`src/j9s_pkg.sv`:
```
// ----------------------------------------------------------------------------
// j9s_pkg: shared definitions of the nine-point stencil stream unit
// Widths, defaults, register indexes, result slot codes and the coefficient
// table used by the column cells, the result queue and the top level.
// ----------------------------------------------------------------------------
package j9s_pkg;

    localparam int unsigned MAX_WIDTH_DEF   = 1024;
    localparam int unsigned SAMPLE_BITS_DEF = 32;

    // result queue: entries, and the most results one sample can cause
    localparam int unsigned QUEUE_DEPTH = 16;
    localparam int unsigned MAX_RESULTS = 4;

    localparam int unsigned ROW_BITS       = 16;
    localparam int unsigned COL_BITS       = 10;
    localparam int unsigned WIDTH_REG_BITS = 11;
    localparam int unsigned CFG_IDX_BITS   = 2;
    localparam int unsigned CFG_DATA_BITS  = 16;

    localparam logic [WIDTH_REG_BITS-1:0] WIDTH_RESET  = 11'd22;
    localparam logic [ROW_BITS-1:0]       HEIGHT_RESET = 16'd22;

    // configuration register indexes
    localparam logic [CFG_IDX_BITS-1:0] REG_FRAME_WIDTH  = 2'd0;
    localparam logic [CFG_IDX_BITS-1:0] REG_FRAME_HEIGHT = 2'd1;

    // result slots of one sample, in emission order
    localparam logic [1:0] SLOT_CENTER   = 2'd0; // cell up-left of the sample
    localparam logic [1:0] SLOT_EDGE     = 2'd1; // last column, row above
    localparam logic [1:0] SLOT_LAST_ROW = 2'd2; // last row, left of the sample
    localparam logic [1:0] SLOT_CORNER   = 2'd3; // last row, last column

    // Q0.16 coefficients, [row above/same/below][column left/center/right]
    localparam int unsigned COEF_BITS  = 16;
    localparam int unsigned FRAC_BITS  = 16;
    localparam int          ROUND_HALF = 32768;
    localparam logic signed [COEF_BITS-1:0] COEF_TAB [3][3] = '{
        '{-16'sd4588, -16'sd3932, -16'sd3277},
        '{-16'sd5243,  16'sd23593, -16'sd2621},
        '{-16'sd655,  -16'sd1311, -16'sd1966}
    };

    // bookkeeping of the results that one sample causes
    typedef struct packed {
        logic [3:0]          emit;     // one bit per result slot
        logic [ROW_BITS-1:0] row_prev; // row above the sample
        logic [ROW_BITS-1:0] row_cur;  // row of the sample
        logic [COL_BITS-1:0] col_prev; // column left of the sample
        logic [COL_BITS-1:0] col_last; // last column of the frame
    } emit_meta_t;

endpackage

```
`src/j9s_cell.sv`:
```
// ----------------------------------------------------------------------------
// j9s_cell: one window column of the stencil
// Holds three samples of a column, hands them to the next cell on each shift
// and forms the weighted column sum in two register stages.
// ----------------------------------------------------------------------------
module j9s_cell
    import j9s_pkg::*;
#(
    parameter int unsigned SAMPLE_BITS = SAMPLE_BITS_DEF,
    parameter int unsigned COL         = 0
) (
    input  logic                               aclk,
    input  logic                               shift_en,
    input  logic [2:0][SAMPLE_BITS-1:0]        col_in,
    output logic [2:0][SAMPLE_BITS-1:0]        col_out,
    output logic signed [SAMPLE_BITS+17:0]     psum_out
);

    localparam int unsigned PRW = SAMPLE_BITS + COEF_BITS;
    localparam int unsigned PSW = SAMPLE_BITS + 18;

    logic [2:0][SAMPLE_BITS-1:0] col_reg;
    logic [2:0][SAMPLE_BITS-1:0] col_next;
    logic signed [PRW-1:0]       prod_reg  [3];
    logic signed [PRW-1:0]       prod_next [3];
    logic signed [PSW-1:0]       psum_reg;
    logic signed [PSW-1:0]       psum_next;

    always_comb begin
        col_next = shift_en ? col_in : col_reg;
        for (int k = 0; k < 3; k++) begin
            prod_next[k] = PRW'($signed(col_reg[k])) * PRW'(COEF_TAB[k][COL]);
        end
        psum_next = PSW'(prod_reg[0]) + PSW'(prod_reg[1]) + PSW'(prod_reg[2]);
    end

    always_ff @(posedge aclk) begin
        col_reg  <= col_next;
        prod_reg <= prod_next;
        psum_reg <= psum_next;
    end

    assign col_out  = col_reg;
    assign psum_out = psum_reg;

endmodule

```
`config.mk`:
```
export PLATFORM = sky130hd
export DESIGN_NAME = j9s_cell
export DESIGN_NICKNAME = d
export VERILOG_FILES = /design/src/j9s_pkg.sv /design/src/j9s_cell.sv
export SDC_FILE = /design/constraint.sdc
export NUM_CORES = 2
export LEC_CHECK = 0
export BUFFER_PORTS_ARGS = -buffer_cell sky130_fd_sc_hd__buf_2
export CORE_ASPECT_RATIO = 0.7
export CORE_UTILIZATION = 55
export CTS_CLUSTER_SIZE = 16
export DETAILED_ROUTE_END_ITERATION = 10
export MAX_ROUTING_LAYER = met4
export PLACE_DENSITY = 0.83
export SKIP_CTS_REPAIR_TIMING = 1
export SLEW_MARGIN = 20
export SYNTH_ARGS = -nofsm -noshare
export SYNTH_HDL_FRONTEND = slang
export SYNTH_SLANG_ARGS = --single-unit
```
`constraint.sdc`:
```
create_clock -name aclk -period 15.75 [get_ports aclk]
set_input_delay 0.7875 -clock aclk [delete_from_list [all_inputs] [get_ports aclk]]
set_output_delay 0.7875 -clock aclk [all_outputs]
set_load 0.02 [all_outputs]
```
### After elaboration in Yosys (flattened, before gate mapping)

Cells that the tools add are included.

| storage, ports and cells | value |
|---|---|
| bits in registers | 279 |
| bits in latches | 0 |
| memory bits (writable) | 0 |
| memory bits (read-only) | 0 |
| input bits | 98 |
| logic and storage cells | 12 |
| memories | 0 |

| operators by class | value |
|---|---|
| $add $sub $neg | 2 |
| multiply operators | 3 |
| div/mod/pow operators | 0 |
| magnitude comparators | 0 |
| equality and inequality tests | 0 |
| shift operators | 0 |
| multiplexer cells | 0 |
| bitwise operators | 0 |
| reductions and logical operators | 0 |

Operator list:

| kind | count |
|---|---|
| adder 47 x 43 -> 48 bit | 1 |
| adder 46 x 46 -> 47 bit | 1 |
| multiplier 32 x 14 -> 46 bit, second input constant | 1 |
| multiplier 32 x 12 -> 44 bit, second input constant | 1 |
| multiplier 32 x 11 -> 43 bit, second input constant | 1 |

### Longest topological paths before layout

| logic depth | value |
|---|---|
| depth after elaboration | 2 |
| gate-level depth with buffers | 20 |
| depth with buffers taken out | 19 |

### Worst setup path after synthesis

No wires, ideal clock.

| timing | value |
|---|---|
| kind | reg2reg |
| from | register col_reg, in the netlist col_out[39] |
| to | register prod_reg[89] (netlist name) |
| library setup time | 0.062 ns |
| data arrival time | 5.525 ns |
| setup slack | 10.164 ns |
| cell stages (with the launch flop) | 18 |
| path buffers | 0 |
| path through | edfxtp_1 ha_1 fa_1 fa_1 fa_1 inv_1 fa_1 inv_1 ha_1 ha_1 a21o_1 or4_1 inv_1 a211oi_1 o211ai_1 a21boi_0 or4b_1 nand3_1 |

RTL lines:

| item | line | RTL |
|---|---|---|
| from (decl) | j9s_cell.sv:22 | `logic [2:0][SAMPLE_BITS-1:0] col_reg;` |
| from (signal assigned) | j9s_cell.sv:38 | `col_reg <= col_next;` |
| to (signal assigned) | j9s_cell.sv:39 | `prod_reg <= prod_next;` |
| to (decl) | j9s_cell.sv:24 | `logic signed [PRW-1:0] prod_reg [3];` |

==> summary.txt <==
Route
  – DR vias/cell: 5.339
  – Drt wl/cell: 17.55 µm
  – Drt total wl: 75.47 mm
  – Antenna violation net count after detailed routing: 0
  – Via count: 22.96k
  – DRC violation total after the first TritonRoute iteration: 1695
  – TritonRoute pass-1 iters: 11
  – DR DRC count: 2

Cells and area
  – Commonest non-fill, non-tap cell in the layout: inv_1
  – FF+latch area: 6506 µm²
  – Layout area overhead: 9.572%
  – Final net count: 4673
  – Fillers: 4889
  – Most frequent cells in the layout: 745 x inv_1, 668 x ha_1, 440 x fa_1, 242 x buf_2, 181 x dfxtp_1
  – Max FFs per register: 133
  – Footprint of the multi-input gates: 23840 µm²
  – ANT cells: 0
  – Share of cells above drive strength 1: 0.09479

Critical path
  – Worst r2r path cells: 18
  – Crit path DAT: 6.66 ns
  – Crit Path Max Fanout: 7
  – CP Capture Type: register
  – R2r endpoint: prod_reg[89]
  – WS Path Type: register to register
  – Worst setup SP type: register
  – Reg2Reg Setup Slack: 9.59 ns
  – Req. time, crit path: 16.24 ns
  – Reg2reg start: col_out[33]

Clock tree
  – Clock Latency Late Sink: 0.58 ns
  – Htree depth: 2
  – Clock Path Buffers: 3
  – CTS sink count: 277
  – Clk slew on worst S/H paths: 0.06 ns
  – CTS buffer count: 34
  – CTS tree: done
  – Clock root buffer: clkbuf_16

Synthesis
  – Top-area cell type share of the netlist area: 0.2639
  – Mapped Cells: 3236
  – Seq/Total Area, Yosys: 0.1949
  – Syn Area/Cell: 10.32 µm²
  – Main area contributors after synthesis: fa_1 26%, ha_1 25%, dfxtp_1 11%
  – Post-synth cell types: 77
  – Post-synth EDFFs: 96
  – Register bit total from synthesis: 277
  – Ys async rst share: 0
  – Mapped Area: 33380 µm²
  – Mapped Nets: 4442
  – Synth area leader: fa_1
  – Ys flop type: dfxtp_1
  – YS warnings: 0

Die
  – Row cnt: 75
  – Initial Utilization: 0.5567
  – Io pins: 244
  – Horiz. Die Dim: 296.5 µm
  – Die area: 61700 µm²
  – CORE AREA: 59960 µm²
  – DIE HEIGHT: 208.1 µm

Status
  – Failing checks: DRC
  – Status: complete, but fails checks

Worst hold path
  – Hold Path Sink: col_out[94]
  – Hold path cells: 1
  – Hold Startpoint: col_in[94]
  – Worst Hold Class: input pin to register

Global route
  – Initial antenna violation count: 1
  – Global route overflow: 0
  – Total track usage: 0.2628
  – Number of global-route vias before repair: 23.31k
  – Pin count of the biggest net entering global routing: 52
  – First-pass GRT wire length: 123.6 mm

Flow run
  – Max-cap violations: 0

STA
  – Worst-margin pin slew: 0.9107 ns
  – Setup TNS: 0 ns
  – Min Tclk post-route: 6.163 ns
  – Final Hold Viols: 0
  – Final Max Tran Viols: 0
  – Number of setup violations in the final report: 0
  – Highest clock rate: 0.1623 GHz
  – Period utilization: 0.3913
  – Clock skew: 0.02628 ns
  – Setup repair after global routing missed its margin: no
  – Slew headroom: 0.3771

Placement
  – DPL Wire Length: 63.80 mm
  – Placer congestion estimate: 0.9777
  – PortBufs: 243
-- routing by layer --
metal / vias up / track usage / share of wire
met5: - / - / 0
met4: 0 / 0.06114 / 0.021
met3: 81 / 0.03942 / 0.063
met2: 676 / 0.3592 / 0.41
met1: 11140 / 0.4054 / 0.51
li1: 11060 / - / -
-- cells by family after synthesis --
logic type / Yosys count / share of synthesized area
XOR/XNOR: 151 / 0.03962
adder cells (fa/ha/maj): 1108 / 0.5142
AND/OR/NAND/NOR: 380 / 0.05607
flip-flops: 277 / 0.1949
AO/OA/AOI/OAI: 518 / 0.1024
multiplexers: 6 / 0.001911
buffers and inverters: 796 / 0.09089
-- worst max path at each step --
stage	to	cells past startpoint	slack, ns	from
after CTS	prod_reg[89]	18	9.62	col_out[33]
after global placement	prod_reg[89]	17	9.77	col_out[39]
after detailed placement	prod_reg[89]	18	9.67	col_out[33]
final	prod_reg[89]	18	9.59	col_out[33]
after floorplan	prod_reg[89]	17	10.16	col_out[39]
after global routing	prod_reg[92]	18	9.27	col_out[33]
-- Yosys cell counts, drive strengths merged, types with 5 or more instances --
cell     number
a2111oi      10
a211o         6
a211oi       31
a21o        103
a21oi       156
a31oi        16
and2         16
and3         18
and4          6
buf          12
clkbuf       39
dfxtp       181
edfxtp       96
fa          440
ha          668
inv         745
nand2       104
nand2b       11
nand3        32
nand4        35
nor2         94
nor2b        13
nor3         22
nor4          5
o211ai       13
o21a         11
o21ai        86
o21bai       33
o311ai        7
o31a          5
o31ai         8
or2           6
or3           6
xnor2       104
xor2         47
-- critical path, cell delays in order (launching register included) --
cell and delay (ns):
edfxtp_1 0.51, inv_1 0.08, ha_1 0.34, fa_1 0.50, fa_1 0.55, inv_1 0.06
fa_1 0.51, fa_1 0.56, inv_1 0.06, fa_1 0.48, ha_1 0.38, o211ai_1 0.18
nand2b_1 0.08, a31oi_1 0.35, a211oi_1 0.11, o211ai_1 0.47, a21boi_0 0.24, or4b_1 0.51
nand3_1 0.10
-- per-stage QoR --
stage / worst slack [ns] / util / std cells / area [µm²] / hold slack, ns
after floorplan: 10.16 / - / 3236 / 33380 / 0.4200
after global placement: 9.775 / 0.5903 / 4239 / 35400 / 0.4645
after detailed placement: 9.674 / 0.5903 / 4239 / 35400 / 0.4427
after CTS: 9.620 / 0.6100 / 4300 / 36580 / 0.3531
after global routing: 9.273 / 0.6100 / 4300 / 36580 / 0.3594
final: 9.587 / 0.6100 / 4300 / 36580 / 0.3822
-- cell type report --
class,count,area share
Inverter,745,0.07645
Clock inverter,19,0.006191
Tap cell,808,0.02764
Sequential cell,277,0.1779
Multi-Input combinational cell,2163,0.6518
Clock buffer,42,0.02610
Timing Repair Buffer,246,0.03393
Power is not shown: default switching activity piles up to over one toggle a cycle in this logic, so the estimate is an artifact.
