--- config.mk ---
export PLATFORM = sky130hd
export DESIGN_NAME = j9s_out_queue
export DESIGN_NICKNAME = d
export VERILOG_FILES = /design/src/j9s_pkg.sv /design/src/j9s_out_queue.sv
export SDC_FILE = /design/constraint.sdc
export NUM_CORES = 2
export LEC_CHECK = 0
export BUFFER_PORTS_ARGS = -buffer_cell sky130_fd_sc_hd__buf_2
export CORE_UTILIZATION = 50
export DETAILED_ROUTE_END_ITERATION = 8
export PLACE_DENSITY = 0.76
export SETUP_SLACK_MARGIN = 0.02
export SYNTH_ARGS = -nofsm -noshare
export SYNTH_HDL_FRONTEND = slang
export SYNTH_SLANG_ARGS = --single-unit
--- constraint.sdc ---
create_clock -name aclk -period 8.07 [get_ports aclk]
set_input_delay 2.0175 -clock aclk [delete_from_list [all_inputs] [get_ports aclk]]
set_output_delay 2.0175 -clock aclk [all_outputs]
set_load 0.01 [all_outputs]
--- src/j9s_pkg.sv ---
// ----------------------------------------------------------------------------
// j9s_pkg: shared definitions of the nine-point stencil stream unit
// Widths, defaults, register indexes, result slot codes and the coefficient
// table used by the column cells, the result queue and the top level.
// ----------------------------------------------------------------------------
package j9s_pkg;

    localparam int unsigned MAX_WIDTH_DEF   = 1024;
    localparam int unsigned SAMPLE_BITS_DEF = 32;

    // result queue: entries, and the most results one sample can cause
    localparam int unsigned QUEUE_DEPTH = 16;
    localparam int unsigned MAX_RESULTS = 4;

    localparam int unsigned ROW_BITS       = 16;
    localparam int unsigned COL_BITS       = 10;
    localparam int unsigned WIDTH_REG_BITS = 11;
    localparam int unsigned CFG_IDX_BITS   = 2;
    localparam int unsigned CFG_DATA_BITS  = 16;

    localparam logic [WIDTH_REG_BITS-1:0] WIDTH_RESET  = 11'd22;
    localparam logic [ROW_BITS-1:0]       HEIGHT_RESET = 16'd22;

    // configuration register indexes
    localparam logic [CFG_IDX_BITS-1:0] REG_FRAME_WIDTH  = 2'd0;
    localparam logic [CFG_IDX_BITS-1:0] REG_FRAME_HEIGHT = 2'd1;

    // result slots of one sample, in emission order
    localparam logic [1:0] SLOT_CENTER   = 2'd0; // cell up-left of the sample
    localparam logic [1:0] SLOT_EDGE     = 2'd1; // last column, row above
    localparam logic [1:0] SLOT_LAST_ROW = 2'd2; // last row, left of the sample
    localparam logic [1:0] SLOT_CORNER   = 2'd3; // last row, last column

    // Q0.16 coefficients, [row above/same/below][column left/center/right]
    localparam int unsigned COEF_BITS  = 16;
    localparam int unsigned FRAC_BITS  = 16;
    localparam int          ROUND_HALF = 32768;
    localparam logic signed [COEF_BITS-1:0] COEF_TAB [3][3] = '{
        '{-16'sd4588, -16'sd3932, -16'sd3277},
        '{-16'sd5243,  16'sd23593, -16'sd2621},
        '{-16'sd655,  -16'sd1311, -16'sd1966}
    };

    // bookkeeping of the results that one sample causes
    typedef struct packed {
        logic [3:0]          emit;     // one bit per result slot
        logic [ROW_BITS-1:0] row_prev; // row above the sample
        logic [ROW_BITS-1:0] row_cur;  // row of the sample
        logic [COL_BITS-1:0] col_prev; // column left of the sample
        logic [COL_BITS-1:0] col_last; // last column of the frame
    } emit_meta_t;

endpackage

--- src/j9s_out_queue.sv ---
// ----------------------------------------------------------------------------
// j9s_out_queue: result queue of the stencil stream unit
// Stores one entry per sample with results and sends its results one per
// transaction, lowest slot first.
// ----------------------------------------------------------------------------
module j9s_out_queue
    import j9s_pkg::*;
#(
    parameter int unsigned SAMPLE_BITS = SAMPLE_BITS_DEF,
    parameter int unsigned DEPTH       = QUEUE_DEPTH,
    localparam int unsigned TDW = ((SAMPLE_BITS + ROW_BITS + COL_BITS + 7) / 8) * 8
) (
    input  logic                          aclk,
    input  logic                          aresetn,
    input  logic                          push_en,
    input  emit_meta_t                    push_meta,
    input  logic [3:0][SAMPLE_BITS-1:0]   push_vals,
    output logic                          m_tvalid,
    input  logic                          m_tready,
    output logic [TDW-1:0]                m_tdata, // value, row, col, zero pad
    output logic                          m_tlast,
    output logic                          m_tuser  // frame_last
);

    localparam int unsigned AW = $clog2(DEPTH);
    localparam int unsigned NW = $clog2(DEPTH + 1);

    emit_meta_t                  meta_mem [DEPTH];
    logic [3:0][SAMPLE_BITS-1:0] vals_mem [DEPTH];

    logic [AW-1:0] wr_ptr_reg, wr_ptr_next;
    logic [AW-1:0] rd_ptr_reg, rd_ptr_next;
    logic [NW-1:0] count_reg, count_next;
    logic [3:0]    sent_reg, sent_next;

    emit_meta_t                  head_meta;
    logic [3:0][SAMPLE_BITS-1:0] head_vals;
    logic [3:0]                  remaining;
    logic [3:0]                  sel_mask;
    logic [1:0]                  sel_idx;
    logic                        run_last;
    logic                        m_hs;
    logic                        pop;
    logic [SAMPLE_BITS-1:0]      out_value;
    logic [ROW_BITS-1:0]         out_row;
    logic [COL_BITS-1:0]         out_col;

    assign head_meta = meta_mem[rd_ptr_reg];
    assign head_vals = vals_mem[rd_ptr_reg];
    assign remaining = head_meta.emit & ~sent_reg;

    always_comb begin
        priority if (remaining[SLOT_CENTER]) begin
            sel_idx = SLOT_CENTER;
        end else if (remaining[SLOT_EDGE]) begin
            sel_idx = SLOT_EDGE;
        end else if (remaining[SLOT_LAST_ROW]) begin
            sel_idx = SLOT_LAST_ROW;
        end else begin
            sel_idx = SLOT_CORNER;
        end
    end

    assign sel_mask = 4'b0001 << sel_idx;
    assign run_last = (remaining & ~sel_mask) == 4'b0000;

    always_comb begin
        out_value = head_vals[sel_idx];
        unique case (sel_idx)
            SLOT_CENTER: begin
                out_row = head_meta.row_prev;
                out_col = head_meta.col_prev;
            end
            SLOT_EDGE: begin
                out_row = head_meta.row_prev;
                out_col = head_meta.col_last;
            end
            SLOT_LAST_ROW: begin
                out_row = head_meta.row_cur;
                out_col = head_meta.col_prev;
            end
            default: begin
                out_row = head_meta.row_cur;
                out_col = head_meta.col_last;
            end
        endcase
    end

    assign m_tvalid = count_reg != '0;
    assign m_tdata  = TDW'({out_col, out_row, out_value});
    assign m_tlast  = run_last;
    assign m_tuser  = sel_idx == SLOT_CORNER;

    assign m_hs = m_tvalid && m_tready;
    assign pop  = m_hs && run_last;

    always_comb begin
        wr_ptr_next = wr_ptr_reg;
        rd_ptr_next = rd_ptr_reg;
        sent_next   = sent_reg;
        if (push_en) begin
            wr_ptr_next = (wr_ptr_reg == AW'(DEPTH - 1)) ? '0 : wr_ptr_reg + 1'b1;
        end
        if (pop) begin
            rd_ptr_next = (rd_ptr_reg == AW'(DEPTH - 1)) ? '0 : rd_ptr_reg + 1'b1;
            sent_next   = 4'b0000;
        end else if (m_hs) begin
            sent_next = sent_reg | sel_mask;
        end
        count_next = count_reg + NW'(push_en) - NW'(pop);
    end

    always_ff @(posedge aclk) begin
        if (!aresetn) begin
            wr_ptr_reg <= '0;
            rd_ptr_reg <= '0;
            count_reg  <= '0;
            sent_reg   <= 4'b0000;
        end else begin
            wr_ptr_reg <= wr_ptr_next;
            rd_ptr_reg <= rd_ptr_next;
            count_reg  <= count_next;
            sent_reg   <= sent_next;
        end
    end

    always_ff @(posedge aclk) begin
        if (push_en) begin
            meta_mem[wr_ptr_reg] <= push_meta;
            vals_mem[wr_ptr_reg] <= push_vals;
        end
    end

endmodule

==> Word level (Yosys, flattened, before mapping) <==
Memories as Yosys holds them, arrays and structs flattened. A register that Yosys moved wholly into a read port is not among the register bits.
Index checks and enable logic that the tools add are counted.
{ "totals": {"input_bits": 188, "wordCells": 46, "ram_bits": 2944, "reg_bits": 17, "mem_count": 2, "out_inout_bits": 67} }
{ "mem_list": {"columns": ["memory", "words", "width", "rd", "rd_ports_with_merged_regs", "write_ports", "line_no", "source"], "rows": [
  ["vals_mem", 16, 128, 1, 1, 1, "j9s_out_queue.sv:29", "logic [3:0][SAMPLE_BITS-1:0] vals_mem [DEPTH];"],
  ["meta_mem", 16, 56, 1, 1, 1, "j9s_out_queue.sv:28", "emit_meta_t meta_mem [DEPTH];"]
]} }
{ "classes": {"n_mux": 15, "n_addsub": 4, "eq_ne": 5, "shift": 1, "reduce_logical": 8, "n_lt_le_gt_ge": 1, "bitwise": 6} }
{ "ops": {"columns": ["op", "count"], "rows": [
  ["$bmux 32 s2", 1],
  ["$mux 32", 1],
  ["$mux 4", 6],
  ["$mux 16", 1],
  ["$mux 10", 1],
  ["$add 4x1->4 const B", 2],
  ["$and 4x4->4", 2],
  ["$eq 4x4->1 const B", 2],
  ["$not 4->4", 2],
  ["$reduce_or 2->1", 3],
  ["$add 5x1->5", 1],
  ["$reduce_bool 5->1", 1],
  ["$sub 5x1->5", 1],
  ["$eq 2x2->1 const B", 2],
  ["$logic_not 4->1", 1],
  ["$mux 2", 2],
  ["$or 4x4->4", 1],
  ["$shl 1x2->4 const A", 1],
  ["$lt 2x3->1 const B", 1],
  ["$mux 1", 3],
  ["$eq 2x1->1 const B", 1],
  ["$logic_and 1x1->1", 2],
  ["$logic_not 2->1", 1],
  ["$not 1->1", 1]
]} }

==> Logic depth before layout (Yosys ltp) <==
{ "depth": {"ltp_word": 12, "mapped_depth": 20, "ltp_nobuf": 16} }

==> Worst setup path before layout <==
No wires, ideal clock.
{ "synth_path": {"path_type": "input to register", "from": "input port push_en", "to": "memory meta_mem[0][0] (netlist name), enable pin", "t_arrival_ps": 6767, "path_buffers": 1, "stages": 3, "setup_time_ps": 566, "path_slack_ps": 737, "required_time_ps": 7504, "cell_sequence": "clkbuf_1 > nor3b_1 > and2_1"} }
{ "synth_via": {"elab_chain_len": 2} }
{ "synth_lines": {"columns": ["item", "line_no", "source"], "rows": [
  ["from (decl)", "j9s_out_queue.sv:15", "input logic push_en,"],
  ["$mux 1", "j9s_out_queue.sv:128", "if (push_en) begin"],
  ["$mux 1 (not written as such)", "j9s_out_queue.sv:129", "meta_mem[wr_ptr_reg] <= push_meta;"],
  ["to (decl)", "j9s_out_queue.sv:28", null]
]} }
No other way between the ends.

==> results.rst <==
.. list-table::
   :header-rows: 1

   * - Metric
     - Value
   * - Fmax
     - around 0.13 GHz
   * - Routed wire per std cell
     - 32.6 microns
   * - Worst hold start
     - rd_ptr_reg[1]
   * - Initial antenna violation count
     - 94
   * - Cell taking the most area after synthesis
     - edfxtp_1
   * - Largest net degree at the start of global routing
     - 171
   * - Leakage Power
     - 38.7 nW
   * - Switching Power
     - 8.52 mW
   * - Detail Route Antenna Nets
     - 0
   * - Sort of element at the start of the critical path
     - flip-flop
   * - Logic pwr share
     - about 15%
   * - Worst R2R Setup Slack
     - approximately 2.6 ns
   * - Depth of the worst register-to-register path
     - 16
   * - Number of flip-flops under the largest register name
     - 2048
   * - Final slew viol count
     - 0
   * - Number of storage elements in the synthesis netlist
     - 2965
   * - Depth of the worst hold-timing path
     - 2
   * - Die area
     - 227000 sq um
   * - Crit path max-delay family
     - multiplexers
   * - FILL cells
     - about 15000
   * - Category of the worst setup path capture point
     - primary output
   * - Worst slew margin relative to its limit
     - ~25%
   * - Core Area
     - approximately 220000 sq um
   * - Switching share of power
     - between 20% and 30%
   * - Ys async rst share
     - 0%
   * - Top-count cell post-synth
     - edfxtp_1
   * - Warnings from Yosys
     - 0
   * - Buffers from clock root to sink, at most
     - 4
   * - Outcome
     - complete, no violations
   * - Crit path buffers/inverters
     - 2
   * - Most used cell, CP
     - mux4_2
   * - Effective utilization at floorplan
     - 50.5%
   * - Number of design-rule violations left by the first detailed-router iteration
     - 6610
   * - # setup viols final
     - 0
   * - Post-synth top flop
     - edfxtp_1
   * - Proportion of layout cells with a drive suffix above 1
     - 31.9%
   * - Die Span X
     - 477 microns
   * - Transition time at the pin with the least slew margin
     - 1.12 ns
   * - Reg-to-Reg End
     - count_reg[4]
   * - DRC
     - 0
   * - # rows
     - roughly 170
   * - Via count
     - 52215
   * - Final period utilization
     - 92.2%
   * - Detailed placement HPWL
     - 134000 microns
   * - CTS-repair resized insts
     - 0
   * - Mapped Area
     - 113000 sq um
   * - Number of enable-type register cells in the synthesized netlist
     - slightly below 3000
   * - Post-Route WL
     - 268000 microns
   * - Flop pwr share
     - 48.0%
   * - Cells after Synth
     - roughly 4600
   * - Number of buffer cells added on primary ports
     - between 200 and 250
   * - Total congestion overflow after global routing
     - 0
   * - H-tree depth reported by CTS
     - 5
   * - Signed area change from the synthesized netlist to the final layout
     - 12.9%
   * - Clock root buffer master
     - clkbuf_16
   * - Max Cap Viol
     - 0
   * - Number of global-route vias before repair
     - 53966
   * - Clock share of power
     - 37.4%
   * - Worst vdd ir
     - 0.251 mV
   * - Crit path max-delay cell type
     - dfxtp_4
   * - Final count of hold timing violations
     - 0
   * - Post-Route Skew
     - 0.0516 ns
   * - Power Dens Cells
     - between 200 and 300 nW/um^2
   * - Data required, critical path
     - 6.05 ns
   * - Insertion delay to the later sink of the worst-skew pair
     - 0.94 ns
   * - Time the final worst path needs with I/O delays and setup
     - roughly 7.4 ns
   * - Crit path arrival time
     - 5.42 ns
   * - Final setup TNS
     - 0 ns
   * - Number of library cell types mapped by synthesis
     - between 50 and 60
   * - TritonCTS buffer count
     - 308
   * - RSZ-0062 raised after global routing
     - no
   * - Crit Path Max Fanout
     - 39
   * - Pwr Total
     - 35.9 mW
   * - Cell breakdown of the critical path
     - mux4_2, mux2_2, o2bb2a_1, and2_2, buf_4, mux2_1, mux4_2, buf_2
   * - Setup Buffers After CTS
     - 0
   * - Power Internal
     - 27.4 mW
   * - Hold/Removal Path Class
     - flip-flop to flip-flop
   * - Global placement routability congestion
     - 0.750
   * - Clock slew seen by the registers of the worst setup and hold paths
     - around 0.060 ns
   * - Most area-consuming cells after synthesis
     - edfxtp_1, mux4_2, nand2_1, clkbuf_1, dfxtp_1
   * - CTS sink count
     - 2965
   * - Global-route wire length before repair
     - around 380000 microns
   * - Height of the chip
     - about 480 microns
   * - Average cell area after synthesis
     - 24.5 sq um
   * - Number of buffers added to fix hold violations after cts
     - 0
   * - Routed via count divided by cell count
     - 6.34
   * - Sequential share of the synthesized area
     - 78.8%
   * - Peak per-stage delay on the critical path
     - about 0.91 ns
   * - I/O pin cnt
     - about 260
   * - Top cell types by occurrence after synthesis
     - edfxtp_1, mux4_2, nand2_1
   * - Layout net count
     - 5197
   * - Critical setup path kind
     - flip-flop to primary output
   * - Clock tree from TritonCTS
     - yes
   * - Fraction of post-synthesis cell area in the top cell type by area
     - 78.4%
   * - GR Util All Layers
     - 23.6%
   * - Number of detailed-routing iterations run before antenna repair
     - 6
[cells by family (layout without fill, tap and decap cells)]
kind of cell             after synthesis  in the layout  synth area share [%]
flip-flops                          2965           2965                  78.8
multiplexers                         938            938                  18.2
buffers and inverters                262            886                 0.994
AND/OR/NAND/NOR                      257            257                  1.01
AO/OA/AOI/OAI                        157            157                 0.877
adder cells (fa/ha/maj)               12             12                 0.140
XOR/XNOR                               5              5                0.0388
other                                  1             40               0.00332
[power by group through the flow]
stage	Combinational, mW	Sequential [mW]	Clock (mW)
floorplan	3.61	17.5	0
global placement	5.19	17.5	0
detailed placement	5.26	17.6	0
CTS	5.32	17.2	13.6
global route	5.57	17.2	14.2
finish	5.24	17.2	13.4
[worst max-delay path by stage]
stage | startpoint | end | slack [ns] | cells past startpoint
2_1_floorplan | push_en | meta_mem[0][0] | 0.74 | 3
3_3_place_gp | flip-flop | m_tdata[50] | 1.71 | 8
3_5_place_dp | flip-flop | m_tdata[50] | 1.62 | 8
4_1_cts | flip-flop | m_tdata[50] | 0.61 | 8
5_1_grt | flip-flop | m_tdata[50] | 0.49 | 8
6_report | flip-flop | m_tdata[50] | 0.63 | 8
[layer usage]
| layer | vias up | global-route usage (%) | routed length [microns] |
|---|---|---|---|
| met5 | - | 0 | 394 |
| met4 | 62 | 8.80 | 9410 |
| met3 | 580 | 6.13 | 27300 |
| met2 | 2968 | 38.3 | 133000 |
| met1 | 27942 | 30.9 | 97900 |
| li1 | 20663 | - | - |
[cell type report]
type                    instances  area, sq um  area share, %
inverters                      16         60.1         0.0472
flip-flops and latches       2965        88800           69.7
diodes                         34         85.1         0.0668
well taps                    2975         3720           2.92
clock buffers                 378         8130           6.38
repair buffers                331         2250           1.77
multi-input cells            1375        23000           18.0
clock inverters               161         1320           1.04
[worst reg2reg max path: stages, from the launching register on]
cell,delay (ns)
dfxtp_4,0.91
mux4_2,0.64
mux2_2,0.34
o2bb2ai_4,0.27
nor2_2,0.90
o211ai_1,0.44
nand2_1,0.41
ha_1,0.30
inv_1,0.06
ha_1,0.16
inv_1,0.06
fa_1,0.43
inv_1,0.07
a21oi_1,0.06
nor2_1,0.12
or3_1,0.12
a21oi_1,0.05
[through the flow]
step | hold slack [ns] | setup WS (ns) | util [%] | cells | instance area, sq um
2_1_floorplan | 0.474 | 0.737 | - | 4602 | 113000
3_3_place_gp | 0.489 | 1.71 | 52.8 | 7662 | 118000
3_5_place_dp | 0.515 | 1.62 | 52.8 | 7662 | 118000
4_1_cts | 0.523 | 0.610 | 57.0 | 8201 | 127000
5_1_grt | 0.551 | 0.490 | 57.1 | 8214 | 127000
6_report | 0.533 | 0.632 | 57.1 | 8235 | 127000
[cell usage in the layout, fill, tap and decap left out, types with 4 or more instances in the layout]
cell type      n
buf_4         52
o2bb2ai_1      8
mux2i_1       13
nand2_1      158
ha_1          11
inv_1         12
o21ai_1       34
conb_1         6
buf_12        31
nor2_1        19
inv_6          9
clkinv_1      70
o21ai_0       10
nor2b_1       18
clkbuf_1      61
nand3_1       17
edfxtp_1    2944
a31oi_1        4
nand2b_1       4
bufinv_16     21
mux4_2       881
a22oi_1       38
dfxtp_1       17
diode_2       34
o211ai_1       4
mux2_1        30
clkbuf_16    314
clkinvlp_4     8
nor3_1         6
buf_2        248
clkinv_2      53
and2_4        16
a21oi_1       44
mux2_4        10
dfxtp_4        4
Power figures use the tool's default switching activity.
